File: src/ivtm_pkg.sv
// Shared types and constants for the interrupt vector table manager.
// No dependencies; imported by every module of the block.
`default_nettype none

package ivtm_pkg;

  // stream payload widths
  localparam int unsigned IN_DATA_W  = 24;
  localparam int unsigned IN_USER_W  = 2;
  localparam int unsigned OUT_DATA_W = 24;
  localparam int unsigned RES_W      = 18;

  // configuration port
  localparam int unsigned CFG_IDX_W  = 2;
  localparam int unsigned CFG_DATA_W = 8;

  // scan geometry
  localparam int unsigned VECTORS_PER_LEVEL = 16;
  localparam int unsigned CNT_W = 4;
  localparam int unsigned PTR_W = 9;
  localparam logic [7:0]  PAGE_FAULT_VECTOR = 8'd14;

  // register reset values
  localparam logic [7:0] SYSCALL_RST   = 8'd128;
  localparam logic [7:0] DPC_RST       = 8'd32;
  localparam logic [7:0] TIMER_RST     = 8'd224;
  localparam logic [7:0] TLB_FLUSH_RST = 8'd225;

  typedef enum logic [CFG_IDX_W-1:0] {
    CFG_SYSCALL   = 2'd0,
    CFG_DPC       = 2'd1,
    CFG_TIMER     = 2'd2,
    CFG_TLB_FLUSH = 2'd3
  } cfg_idx_e;

  typedef enum logic [1:0] {
    KIND_ALLOC    = 2'd0,
    KIND_REGISTER = 2'd1,
    KIND_DISPATCH = 2'd2,
    KIND_NONE     = 2'd3
  } kind_e;

  // result status codes
  localparam logic [1:0] STATUS_OK        = 2'd0;
  localparam logic [1:0] STATUS_NO_FREE   = 2'd1;
  localparam logic [1:0] STATUS_IPL       = 2'd2;
  localparam logic [1:0] STATUS_UNHANDLED = 2'd3;

  // dispatch route codes
  localparam logic [2:0] ROUTE_PAGE_FAULT = 3'd0;
  localparam logic [2:0] ROUTE_DPC        = 3'd1;
  localparam logic [2:0] ROUTE_SYSCALL    = 3'd2;
  localparam logic [2:0] ROUTE_TIMER      = 3'd3;
  localparam logic [2:0] ROUTE_TLB_FLUSH  = 3'd4;
  localparam logic [2:0] ROUTE_HANDLERS   = 3'd5;

  typedef enum logic [1:0] {
    ST_IDLE   = 2'd0,
    ST_READ   = 2'd1,
    ST_CHECK  = 2'd2,
    ST_FINISH = 2'd3
  } state_e;

  // one table entry beside its occupied bit
  typedef struct packed {
    logic       share;
    logic [3:0] prio;
  } ent_t;

  // one result item, status in the lowest bits
  typedef struct packed {
    logic       send_eoi;
    logic [2:0] route;
    logic [3:0] new_ipl;
    logic [7:0] vector_out;
    logic [1:0] status;
  } res_t;

  // controller to datapath
  typedef struct packed {
    logic load;
    logic step;
    logic commit;
    logic out_load;
  } cmd_t;

  // datapath to controller
  typedef struct packed {
    logic is_alloc;
    logic hit;
    logic last;
    logic out_free;
  } sts_t;

endpackage

`default_nettype wire

File: src/ivtm_ctrl.sv
// Controller state machine of the interrupt vector table manager.
// Depends on ivtm_pkg; drives ivtm_dpath through cmd_t and reads sts_t.
`default_nettype none

module ivtm_ctrl (
  input  wire logic          clk_i,
  input  wire logic          rst_ni,
  input  wire logic          in_valid_i,
  output logic               in_ready_o,
  input  wire ivtm_pkg::sts_t sts_i,
  output ivtm_pkg::cmd_t     cmd_o
);
  import ivtm_pkg::*;

  state_e state_q, state_d;

  // state register
  always_ff @(posedge clk_i or negedge rst_ni) begin
    if (!rst_ni) begin
      state_q <= ST_IDLE;
    end else begin
      state_q <= state_d;
    end
  end

  // next state and commands
  always_comb begin
    state_d    = state_q;
    cmd_o      = '0;
    in_ready_o = 1'b0;
    unique case (state_q)
      ST_IDLE: begin
        in_ready_o = 1'b1;
        if (in_valid_i) begin
          cmd_o.load = 1'b1;
          state_d    = ST_READ;
        end
      end
      ST_READ: begin
        state_d = ST_CHECK;
      end
      ST_CHECK: begin
        if (sts_i.is_alloc && !sts_i.hit && !sts_i.last) begin
          cmd_o.step = 1'b1;
        end else begin
          cmd_o.commit = 1'b1;
          state_d      = ST_FINISH;
        end
      end
      ST_FINISH: begin
        if (sts_i.out_free) begin
          cmd_o.out_load = 1'b1;
          state_d        = ST_IDLE;
        end
      end
      default: begin
        state_d = ST_IDLE;
      end
    endcase
  end

  // a new item is only taken between items
  assert property (@(posedge clk_i) disable iff (!rst_ni)
    cmd_o.load |=> state_q == ST_READ)
    else $error("load did not start a table read");

  // every commit is followed by a result handoff attempt
  assert property (@(posedge clk_i) disable iff (!rst_ni)
    cmd_o.commit |=> state_q == ST_FINISH)
    else $error("commit did not move to finish");

  // a stepping scan never runs while idle
  assert property (@(posedge clk_i) disable iff (!rst_ni)
    cmd_o.step |-> $past(state_q) == ST_READ || $past(state_q) == ST_CHECK)
    else $error("scan step outside of a table access");

endmodule

`default_nettype wire

File: src/ivtm_dpath.sv
// Datapath of the interrupt vector table manager: config registers, item
// registers, vector table (occupied flops plus entry memory), result logic.
// Depends on ivtm_pkg; commanded by ivtm_ctrl.
`default_nettype none

module ivtm_dpath #(
  parameter int unsigned NUM_VECTORS         = 256,
  parameter int unsigned FIRST_DEVICE_VECTOR = 32
) (
  input  wire logic                                clk_i,
  input  wire logic                                rst_ni,
  input  wire logic                                cfg_we_i,
  input  wire logic [ivtm_pkg::CFG_IDX_W-1:0]      cfg_idx_i,
  input  wire logic [ivtm_pkg::CFG_DATA_W-1:0]     cfg_data_i,
  input  wire logic [ivtm_pkg::IN_DATA_W-1:0]      in_data_i,
  input  wire logic [ivtm_pkg::IN_USER_W-1:0]      in_user_i,
  output logic                                     out_valid_o,
  input  wire logic                                out_ready_i,
  output logic [ivtm_pkg::OUT_DATA_W-1:0]          out_data_o,
  input  wire ivtm_pkg::cmd_t                      cmd_i,
  output ivtm_pkg::sts_t                           sts_o
);
  import ivtm_pkg::*;

  localparam int unsigned IDX_W = $clog2(NUM_VECTORS);
  localparam logic [PTR_W-1:0] NUM_PTR       = PTR_W'(NUM_VECTORS);
  localparam logic [PTR_W-1:0] FIRST_DEV_PTR = PTR_W'(FIRST_DEVICE_VECTOR);

  // configuration registers
  logic [7:0] syscall_q, dpc_q, timer_q, tlb_q;

  always_ff @(posedge clk_i or negedge rst_ni) begin
    if (!rst_ni) begin
      syscall_q <= SYSCALL_RST;
      dpc_q     <= DPC_RST;
      timer_q   <= TIMER_RST;
      tlb_q     <= TLB_FLUSH_RST;
    end else if (cfg_we_i) begin
      unique case (cfg_idx_e'(cfg_idx_i))
        CFG_SYSCALL:   syscall_q <= cfg_data_i;
        CFG_DPC:       dpc_q     <= cfg_data_i;
        CFG_TIMER:     timer_q   <= cfg_data_i;
        CFG_TLB_FLUSH: tlb_q     <= cfg_data_i;
        default:       syscall_q <= syscall_q;
      endcase
    end
  end

  // item registers, captured on the input transfer
  kind_e      kind_q;
  logic [7:0] vec_q;
  logic [3:0] prio_q;
  logic       share_q;
  logic [3:0] cur_q;

  always_ff @(posedge clk_i) begin
    if (cmd_i.load) begin
      kind_q  <= kind_e'(in_user_i);
      vec_q   <= in_data_i[7:0];
      prio_q  <= in_data_i[11:8];
      share_q <= in_data_i[12];
      cur_q   <= in_data_i[16:13];
    end
  end

  // scan pointer and step count
  logic [PTR_W-1:0] ptr_q, ptr_d, start, prio_base, rd_addr;
  logic [CNT_W-1:0] cnt_q, cnt_d;

  assign prio_base = {1'b0, in_data_i[11:8], 4'b0000};
  assign start     = (prio_base < FIRST_DEV_PTR) ? FIRST_DEV_PTR : prio_base;

  always_comb begin
    ptr_d = ptr_q;
    cnt_d = cnt_q;
    if (cmd_i.load) begin
      ptr_d = (kind_e'(in_user_i) == KIND_ALLOC) ? start : {1'b0, in_data_i[7:0]};
      cnt_d = '0;
    end else if (cmd_i.step) begin
      ptr_d = ptr_q + PTR_W'(1);
      cnt_d = cnt_q + CNT_W'(1);
    end
  end

  always_ff @(posedge clk_i or negedge rst_ni) begin
    if (!rst_ni) begin
      ptr_q <= '0;
      cnt_q <= '0;
    end else begin
      ptr_q <= ptr_d;
      cnt_q <= cnt_d;
    end
  end

  // read address runs one step ahead while scanning
  assign rd_addr = cmd_i.step ? ptr_q + PTR_W'(1) : ptr_q;

  // vector table: occupied flops cleared at reset, entry memory behind them
  logic [NUM_VECTORS-1:0] occ_q;
  ent_t                   tbl_mem_q [NUM_VECTORS];
  ent_t                   ent_rd_q, wr_ent;
  logic                   occ_rd_q;
  logic                   tbl_we;
  logic [IDX_W-1:0]       wr_idx;

  assign wr_idx = ptr_q[IDX_W-1:0];

  always_ff @(posedge clk_i) begin
    ent_rd_q <= tbl_mem_q[rd_addr[IDX_W-1:0]];
    if (tbl_we) begin
      tbl_mem_q[wr_idx] <= wr_ent;
    end
  end

  always_ff @(posedge clk_i or negedge rst_ni) begin
    if (!rst_ni) begin
      occ_q    <= '0;
      occ_rd_q <= 1'b0;
    end else begin
      occ_rd_q <= occ_q[rd_addr[IDX_W-1:0]];
      if (tbl_we) begin
        occ_q[wr_idx] <= 1'b1;
      end
    end
  end

  // entry evaluation
  logic in_range, occ_v, hit, last;

  assign in_range = ptr_q < NUM_PTR;
  assign occ_v    = occ_rd_q & in_range;
  assign hit      = in_range && (!occ_v || (ent_rd_q.share && share_q));
  assign last     = cnt_q == CNT_W'(VECTORS_PER_LEVEL - 1);

  // handler merge: first handler sets sharing, later ones raise the maximum
  always_comb begin
    if (occ_v) begin
      wr_ent.share = ent_rd_q.share;
      wr_ent.prio  = (prio_q > ent_rd_q.prio) ? prio_q : ent_rd_q.prio;
    end else begin
      wr_ent.share = share_q;
      wr_ent.prio  = prio_q;
    end
  end

  assign tbl_we = cmd_i.commit &&
                  (((kind_q == KIND_ALLOC) && hit) ||
                   ((kind_q == KIND_REGISTER) && in_range));

  // result of the current item
  res_t       res_d, res_q;
  logic [3:0] lvl0;
  logic       viol;

  assign lvl0 = (vec_q == syscall_q) ? 4'd0 : vec_q[7:4];
  assign viol = cur_q > lvl0;

  always_comb begin
    res_d            = '0;
    res_d.status     = STATUS_OK;
    res_d.vector_out = vec_q;
    case (kind_q)
      KIND_ALLOC: begin
        if (hit) begin
          res_d.vector_out = ptr_q[7:0];
        end else begin
          res_d.status     = STATUS_NO_FREE;
          res_d.vector_out = 8'd0;
        end
      end
      KIND_REGISTER: begin
        if (!in_range) begin
          res_d.status = STATUS_NO_FREE;
        end
      end
      KIND_DISPATCH: begin
        res_d.new_ipl = lvl0;
        if (vec_q == PAGE_FAULT_VECTOR) begin
          res_d.route = ROUTE_PAGE_FAULT;
        end else if (vec_q == dpc_q) begin
          res_d.route    = ROUTE_DPC;
          res_d.send_eoi = 1'b1;
        end else if (vec_q == syscall_q) begin
          res_d.route = ROUTE_SYSCALL;
        end else if (vec_q == timer_q) begin
          res_d.route    = ROUTE_TIMER;
          res_d.send_eoi = 1'b1;
        end else if (vec_q == tlb_q) begin
          res_d.route    = ROUTE_TLB_FLUSH;
          res_d.send_eoi = 1'b1;
        end else begin
          res_d.route = ROUTE_HANDLERS;
          if (!occ_v) begin
            res_d.status = STATUS_UNHANDLED;
          end else begin
            if (ent_rd_q.prio > lvl0) begin
              res_d.new_ipl = ent_rd_q.prio;
            end
            res_d.send_eoi = {1'b0, vec_q} >= FIRST_DEV_PTR;
          end
        end
        // level violation overrides status and suppresses eoi
        if (viol) begin
          res_d.status   = STATUS_IPL;
          res_d.send_eoi = 1'b0;
        end
      end
      default: begin
        res_d.vector_out = vec_q;
      end
    endcase
  end

  always_ff @(posedge clk_i) begin
    if (cmd_i.commit) begin
      res_q <= res_d;
    end
  end

  // output register
  logic             out_valid_q;
  logic [RES_W-1:0] out_data_q;
  logic             out_free;

  assign out_free = !out_valid_q || out_ready_i;

  always_ff @(posedge clk_i or negedge rst_ni) begin
    if (!rst_ni) begin
      out_valid_q <= 1'b0;
    end else if (cmd_i.out_load) begin
      out_valid_q <= 1'b1;
    end else if (out_ready_i) begin
      out_valid_q <= 1'b0;
    end
  end

  always_ff @(posedge clk_i) begin
    if (cmd_i.out_load) begin
      out_data_q <= res_q;
    end
  end

  assign out_valid_o = out_valid_q;
  assign out_data_o  = {(OUT_DATA_W - RES_W)'(0), out_data_q};

  // status to controller
  assign sts_o.is_alloc = kind_q == KIND_ALLOC;
  assign sts_o.hit      = hit;
  assign sts_o.last     = last;
  assign sts_o.out_free = out_free;

  // table writes stay inside the table
  assert property (@(posedge clk_i) disable iff (!rst_ni)
    tbl_we |-> in_range)
    else $error("table write outside the table");

  // a scan never runs past its sixteen vectors
  assert property (@(posedge clk_i) disable iff (!rst_ni)
    cmd_i.step |-> (kind_q == KIND_ALLOC) && !hit && !last)
    else $error("scan stepped past a hit or its window");

  // a written vector is occupied afterwards
  assert property (@(posedge clk_i) disable iff (!rst_ni)
    tbl_we |=> occ_q[$past(wr_idx)])
    else $error("written vector not marked occupied");

  // a pending result is never overwritten
  assert property (@(posedge clk_i) disable iff (!rst_ni)
    cmd_i.out_load |-> out_free)
    else $error("result register overwritten while pending");

endmodule

`default_nettype wire

File: src/interrupt_vector_table_manager.sv
// Top level of the interrupt vector table manager.
// Depends on ivtm_pkg, ivtm_ctrl and ivtm_dpath.
//
//  channel   direction  handshake                     payload
//  s_axis    in         s_axis_tvalid/s_axis_tready   tdata, tuser (kind)
//  m_axis    out        m_axis_tvalid/m_axis_tready   tdata (result)
//  cfg       in         cfg_we_i (no wait)            cfg_idx_i, cfg_data_i
//
// An item passes from its input transfer to the result register through a
// table read, then an examination of one table entry per step (one entry
// for register and dispatch, up to 16 for an allocate scan, limited by the
// single read port of the entry memory), then a hand-off.
// The next input transfer is taken as soon as the result moves to the
// output register, even if that result is still waiting to be taken.
// Reset clears the occupied bits at once; no clearing pass is needed.
`default_nettype none

module interrupt_vector_table_manager #(
  parameter int unsigned NUM_VECTORS         = 256,
  parameter int unsigned FIRST_DEVICE_VECTOR = 32
) (
  input  wire logic                              clk_i,
  input  wire logic                              rst_ni,
  // configuration write port
  input  wire logic                              cfg_we_i,
  input  wire logic [ivtm_pkg::CFG_IDX_W-1:0]    cfg_idx_i,
  input  wire logic [ivtm_pkg::CFG_DATA_W-1:0]   cfg_data_i,
  // input items
  input  wire logic                              s_axis_tvalid,
  output logic                                   s_axis_tready,
  // vector[7:0], prio[11:8], shareable[12], current_ipl[16:13], zero fill
  input  wire logic [ivtm_pkg::IN_DATA_W-1:0]    s_axis_tdata,
  // kind[1:0]
  input  wire logic [ivtm_pkg::IN_USER_W-1:0]    s_axis_tuser,
  // result items
  output logic                                   m_axis_tvalid,
  input  wire logic                              m_axis_tready,
  // status[1:0], vector_out[9:2], new_ipl[13:10], route[16:14],
  // send_eoi[17], zero fill
  output logic [ivtm_pkg::OUT_DATA_W-1:0]        m_axis_tdata
);
  import ivtm_pkg::*;

  cmd_t cmd;
  sts_t sts;

  // sequencer
  ivtm_ctrl u_ctrl (
    .clk_i      (clk_i),
    .rst_ni     (rst_ni),
    .in_valid_i (s_axis_tvalid),
    .in_ready_o (s_axis_tready),
    .sts_i      (sts),
    .cmd_o      (cmd)
  );

  // table and result datapath
  ivtm_dpath #(
    .NUM_VECTORS         (NUM_VECTORS),
    .FIRST_DEVICE_VECTOR (FIRST_DEVICE_VECTOR)
  ) u_dpath (
    .clk_i       (clk_i),
    .rst_ni      (rst_ni),
    .cfg_we_i    (cfg_we_i),
    .cfg_idx_i   (cfg_idx_i),
    .cfg_data_i  (cfg_data_i),
    .in_data_i   (s_axis_tdata),
    .in_user_i   (s_axis_tuser),
    .out_valid_o (m_axis_tvalid),
    .out_ready_i (m_axis_tready),
    .out_data_o  (m_axis_tdata),
    .cmd_i       (cmd),
    .sts_o       (sts)
  );

endmodule

`default_nettype wire
File: config.mk
export PLATFORM = sky130hd
export DESIGN_NAME = interrupt_vector_table_manager
export DESIGN_NICKNAME = d
export VERILOG_FILES = /design/src/ivtm_pkg.sv /design/src/ivtm_ctrl.sv /design/src/ivtm_dpath.sv /design/src/interrupt_vector_table_manager.sv
export SDC_FILE = /design/constraint.sdc
export NUM_CORES = 2
export LEC_CHECK = 0
export ABC_AREA = 1
export BUFFER_PORTS_ARGS = -buffer_cell sky130_fd_sc_hd__buf_2
export CORE_MARGIN = 1
export CORE_UTILIZATION = 35
export CTS_BUF_LIST = sky130_fd_sc_hd__clkbuf_4
export CTS_CLUSTER_DIAMETER = 200
export CTS_CLUSTER_SIZE = 28
export DETAILED_ROUTE_END_ITERATION = 10
export PLACE_DENSITY_LB_ADDON = 0.2
export SYNTH_ARGS = -nofsm -noshare
export SYNTH_HDL_FRONTEND = slang
export SYNTH_SLANG_ARGS = --single-unit
File: constraint.sdc
create_clock -name clk_i -period 29.1 [get_ports clk_i]
set_input_delay 5.82 -clock clk_i [delete_from_list [all_inputs] [get_ports clk_i]]
set_output_delay 5.82 -clock clk_i [all_outputs]
set_load 0.01 [all_outputs]
Yosys cells after proc, flatten, opt, wreduce, memory -nomap -nowiden
Memories as Yosys holds them, arrays and structs flattened. A register that Yosys moved wholly into a read port is not among the register bits.
Index checks and enable logic that the tools add are counted.
W data, S select, Z words.

cells by class
  add/sub/neg operators = 2
  order comparisons = 9
  equality and inequality tests = 17
  muxes and demuxes = 54
  bitwise operators = 3
  reductions and logical operators = 30

operators by type and width
  operator               number
  $or A256 B256 Y256     1
  $mux W4                14
  $eq A8 B8 Y1           4
  $mux W9                3
  $mux W8                3
  $mux W2                11
  $lt A8 B9 Y1 const B   2
  $mux W1                17
  $gt A4 B4 Y1           3
  $eq A2 B2 Y1 const B   5
  $add A9 B1 Y9 const B  1
  $lt A9 B9 Y1 const B   1
  $bmux W1 S8            1
  $demux W1 S8           1
  $eq A8 B4 Y1 const B   1
  $ge A8 B1 Y1 const B   1
  $ge A8 B6 Y1 const B   1
  $logic_and A1 B1 Y1    8
  $logic_not A2 Y1       4
  $lt A8 B6 Y1 const B   1
  $pmux W2 S4            1
  $reduce_and A2 Y1      4
  $eq A2 B1 Y1 const B   3
  $pmux W2 S3            1
  15 further kinds       23

storage, ports and cells
  bits in registers = 360
  memory bits (writable) = 1280
  input port bits = 41
  output and inout bits = 26
  logic and storage cells = 140
  memories = 1

memories
  name               words  bits a word  read ports  clocked after Yosys merged registers in  write ports  line               source
  u_dpath.tbl_mem_q  256    5            1           1                                        1            ivtm_dpath.sv:100  ent_t tbl_mem_q [NUM_VECTORS];

Depth between registers and ports, before layout
  word-level depth = 13
  mapped depth = 19
  depth with buffers taken out = 16

By module
Synthesis repeated with hierarchy kept, for this count alone.

second synthesis, totals
  cell total of the unflattened synthesis = 7023
  area, all modules = 72879.9 um^2

by module, submodules not included
  module      instances  cells each  area each (um^2)  seq. area each (um^2)
  ivtm_dpath  1          6990        72660.9           47782.1
  ivtm_ctrl   1          33          219.0             50.0

Least setup slack after synthesis
No wires, ideal clock.

  kind = reg2reg
  from = reg, netlist name u_dpath.ent_rd_q[1]
  to = mem u_dpath.tbl_mem_q[0][0] in the netlist's numbering (data pin)
  setup time = 2.188 ns
  data arrival time = 11.065 ns
  required time = 26.912 ns
  path slack = 15.847 ns
  cell stages (with the launch flop) = 9
  path buffers = 0
  period minus slack after synthesis = 13.253 ns
  cell sequence = dfxtp_1 -> inv_1 -> ha_1 -> inv_1 -> nor2_1 -> o21ai_0 -> a32o_1 -> nand2_1 -> o21ai_0

RTL lines
  element           line
  end: declaration  ivtm_dpath.sv:100

Worst setup path in the final report
  from = reg u_ctrl.state_q[0]
  to = out s_axis_tready

between the ends
  cells in the longest elaborated chain, start to end = 2

ends and longest elaborated chain
  element                   line                                  source
  start: declaration        ivtm_ctrl.sv:15                       state_e state_q, state_d;
  start signal: assignment  ivtm_ctrl.sv:22                       state_q <= state_d;
  $logic_not A2 Y1          ivtm_ctrl.sv:31                       unique case (state_q)
  $mux W1                   ivtm_ctrl.sv:31
  end: declaration          interrupt_vector_table_manager.sv:30  output logic s_axis_tready,

Every way passes these cells.

==> flow_metrics.tcl <==
set metrics [dict create \
    outcome "finished clean" \
    period_share_pct 27.3 \
    worstReg2RegEnd "u_dpath.ent_rd_q[4]" \
    crit_required_ns 23.28 \
    max_cap_viol_count 0 \
    synth_edf_count 1335 \
    numPortBuffers 53 \
    vias 48900 \
    track_usage_pct 19.1 \
    skew_ns 0.110 \
    ios 67 \
    syn_area_um2 72500 \
    rr_worst_depth 18 \
    initial_utilization_pct 35.4 \
    grt_pass1_wl_um 304000 \
    cts_tree "built" \
    wl_um 202000 \
    cts-root-buf "clkbuf_4" \
    r2r_start "u_dpath.cnt_q[0]" \
    cts_num_sinks 1645 \
    tightest_slew_ns 1.17 \
    wl_per_cell_um 20.5 \
    worstPathMaxFanout 4 \
    p_leak_nw 31.5 \
    drt-initial-drc-count 4728 \
    ir_worst_vdd_v 0.000130 \
    final_util_pct 37.1 \
    final_nets 7201 \
    dieWidth_um 457 \
    syn_to_final_growth_pct 4.97 \
    min_path_type "reg2reg" \
    grt_max_degree 195 \
    core_area_um2 205000 \
    crit_path_end_kind "output port" \
    routabilityCongestion 0.806 \
    cts_made_buffers 68 \
    hold_buffers 0 \
    place_hpwl_um 109000 \
    slew_violations 0 \
    cp.arrival_ns 2.13 \
    regToRegSetupSlack_ns 22.88 \
    die_h_um 457 \
    crit_path_start_kind "flop" \
    ctsLongestPathBuffers 3 \
    synthFlopType "edfxtp_1" \
    synth.distinct_cells 46 \
    cts_post_setup_buffers_inserted 0 \
    clkTransAtPathRegs_ns 0.31 \
    drive_gt1_share_pct 4.57 \
    max_freq_mhz 126 \
    cts_htree_levels 3 \
    slew_headroom_pct 22.1 \
    netlist_instances 7373 \
    synth-seq-area-share_pct 65.9 \
    finalSetupViolCount 0 \
    path_class "reg2out" \
    synthArstFlopShare_pct 18.5 \
    grt_pass1_vias 46900 \
    antenna_found_initial 6 \
    fin_setup_tns_ns 0 \
    p_per_area_nw_per_um2 92.5 \
    yosysWarnings 0 \
    dr.pass1.iters 5 \
    hold_viol 0 \
    syn_avg_cell_area_um2 9.84 \
    rsz0062_at_grt "false" \
    worstHoldStart "u_dpath.res_q[16]" \
    crit_start "u_ctrl.state_q[0]" \
    rows 166 \
    overflow 0 \
    postCtsResizedCells 0 \
    ys_ff_latch 1645 \
    worstHoldPathCells 0 \
    postRouteAntennaNets 0 \
    die-area_um2 209000 \
    hold_end "u_dpath.out_data_q[16]" \
    drc 0 \
    fin_crit_ns 7.95 \
    via_per_inst 4.94 \
    clkLatencyLatePin_ns 1.26 \
]
-- Yosys cell counts (all sizes together), types with 2 or more instances --
cell,count,share of area [%]
a21oi,18,0.14
a31oi,3,0.026
and3,3,0.026
and3b,2,0.024
buf,262,1.8
clkbuf,186,0.96
clkinv,2,0.010
dfrtp,296,10
dfstp,9,0.33
dfxtp,5,0.14
edfxtp,1335,55
ha,20,0.34
inv,1240,6.4
nand2,1841,9.5
nand3,1376,9.5
nand4,12,0.12
nor2,295,1.6
nor3,8,0.055
nor3b,2,0.021
nor4,4,0.034
o211ai,39,0.40
o21ai,355,2.5
o22ai,8,0.069
or2,16,0.14
xnor2,14,0.17
xor2,13,0.18
-- critical path: stages, from the launching register on --
cell	delay, ns
dfrtp_1	0.46
inv_1	0.10
ha_1	0.22
buf_2	0.16
-- worst max-delay path by stage --
| stage | end | slack [ns] | depth (start not counted) |
|---|---|---|---|
| global route | s_axis_tready | 20.95 | 3 |
| detailed placement | u_dpath.ptr_q[5] | 21.41 | 5 |
| floorplan | u_dpath.tbl_mem_q[0][0] | 15.85 | 8 |
| CTS | s_axis_tready | 21.01 | 3 |
| finish | s_axis_tready | 21.15 | 3 |
| global placement | u_dpath.ptr_q[5] | 21.46 | 5 |
-- stage by stage --
| stage | hold WS (ns) | cell area (µm²) | total power, mW | setup slack [ns] | cells |
|---|---|---|---|---|---|
| 2_1_floorplan | 0.400 | 72600 | 5.23 | 15.85 | 7378 |
| 3_3_place_gp | 0.408 | 75200 | 6.22 | 21.46 | 9758 |
| 3_5_place_dp | 0.405 | 75200 | 6.24 | 21.41 | 9758 |
| 4_1_cts | 0.436 | 76100 | 7.10 | 21.01 | 9880 |
| 5_1_grt | 0.462 | 76100 | 7.45 | 20.95 | 9886 |
| 6_report | 0.434 | 76200 | 7.04 | 21.15 | 9887 |
-- flip-flops by register name, summed over array words and instances (netlist names) --
signal and cells:
u_dpath.res_q 18, u_dpath.ptr_q 9, u_dpath.dpc_q 8, u_dpath.tlb_q 8, u_dpath.cur_q 4, u_dpath.occ_q 256
u_dpath.occ_rd_q 1, u_dpath.vec_q 8, u_dpath.out_data_q 18, u_dpath.ent_rd_q 5, u_dpath.out_valid_o 1, u_dpath.prio_q 4
u_dpath.kind_q 2, u_dpath.syscall_q 8, u_dpath.timer_q 8, u_dpath.cnt_q 4, u_ctrl.state_q 2, u_dpath.tbl_mem_q 1280
u_dpath.share_q 1
-- report_power, final --
part,switching [mW],leakage [nW],total [mW],internal [mW]
Clock,0.693,0.561,0.876,0.183
Sequential,0.0551,16.2,3.09,3.03
Combinational,2.38,14.7,3.08,0.702
Total,3.13,31.5,7.04,3.91
-- cell type report --
class                           instances  area (µm²)
Clock buffer                          120         901
Antenna cell                            7        17.5
Timing Repair Buffer                  140        1040
Clock inverter                          2        12.5
Multi-Input combinational cell       4043       18300
Inverter                             1242        4680
Fill cell                           20600      129000
Tap cell                             2688        3360
Sequential cell                      1645       47800
-- per-layer routing --
metal | wire, µm | track usage, %
met2 | 95200 | 31.4
met5 | 0 | 0
met1 | 92300 | 27.2
met3 | 10700 | 2.26
met4 | 4170 | 4.13
-- logic make-up (layout without fill, tap and decap cells) --
logic type,Yosys count,count (layout),share of synthesized area (%)
buffers and inverters,1690,1504,9.18
and+or+nand+nor,3559,3559,21.0
AOI/OAI and AO/OA,431,431,3.18
DFF,1645,1645,65.9
other,1,13,0.00517
xor gates and xnor gates,27,27,0.347
adders and majority gates,20,20,0.345
-- cell usage in the layout (no fill, tap or decap), types with 7 or more instances in the layout --
cell	Yosys	layout
nand2_2	2	9
xor2_1	11	10
edfxtp_1	1335	1335
o211ai_1	39	39
buf_2	226	52
ha_1	20	20
diode_2	0	7
clkbuf_4	0	120
buf_12	0	9
dfstp_2	9	9
o22ai_1	8	8
or2_2	16	16
nand2_1	1839	1829
nand3_1	1376	1368
nor2_1	291	291
nor3_1	8	8
o21ai_0	349	345
inv_1	1233	1233
nand4_1	11	11
dfrtp_1	296	296
xnor2_1	14	14
buf_4	9	78
a21oi_1	17	16
No activity file was read; power rests on OpenSTA's default activity.
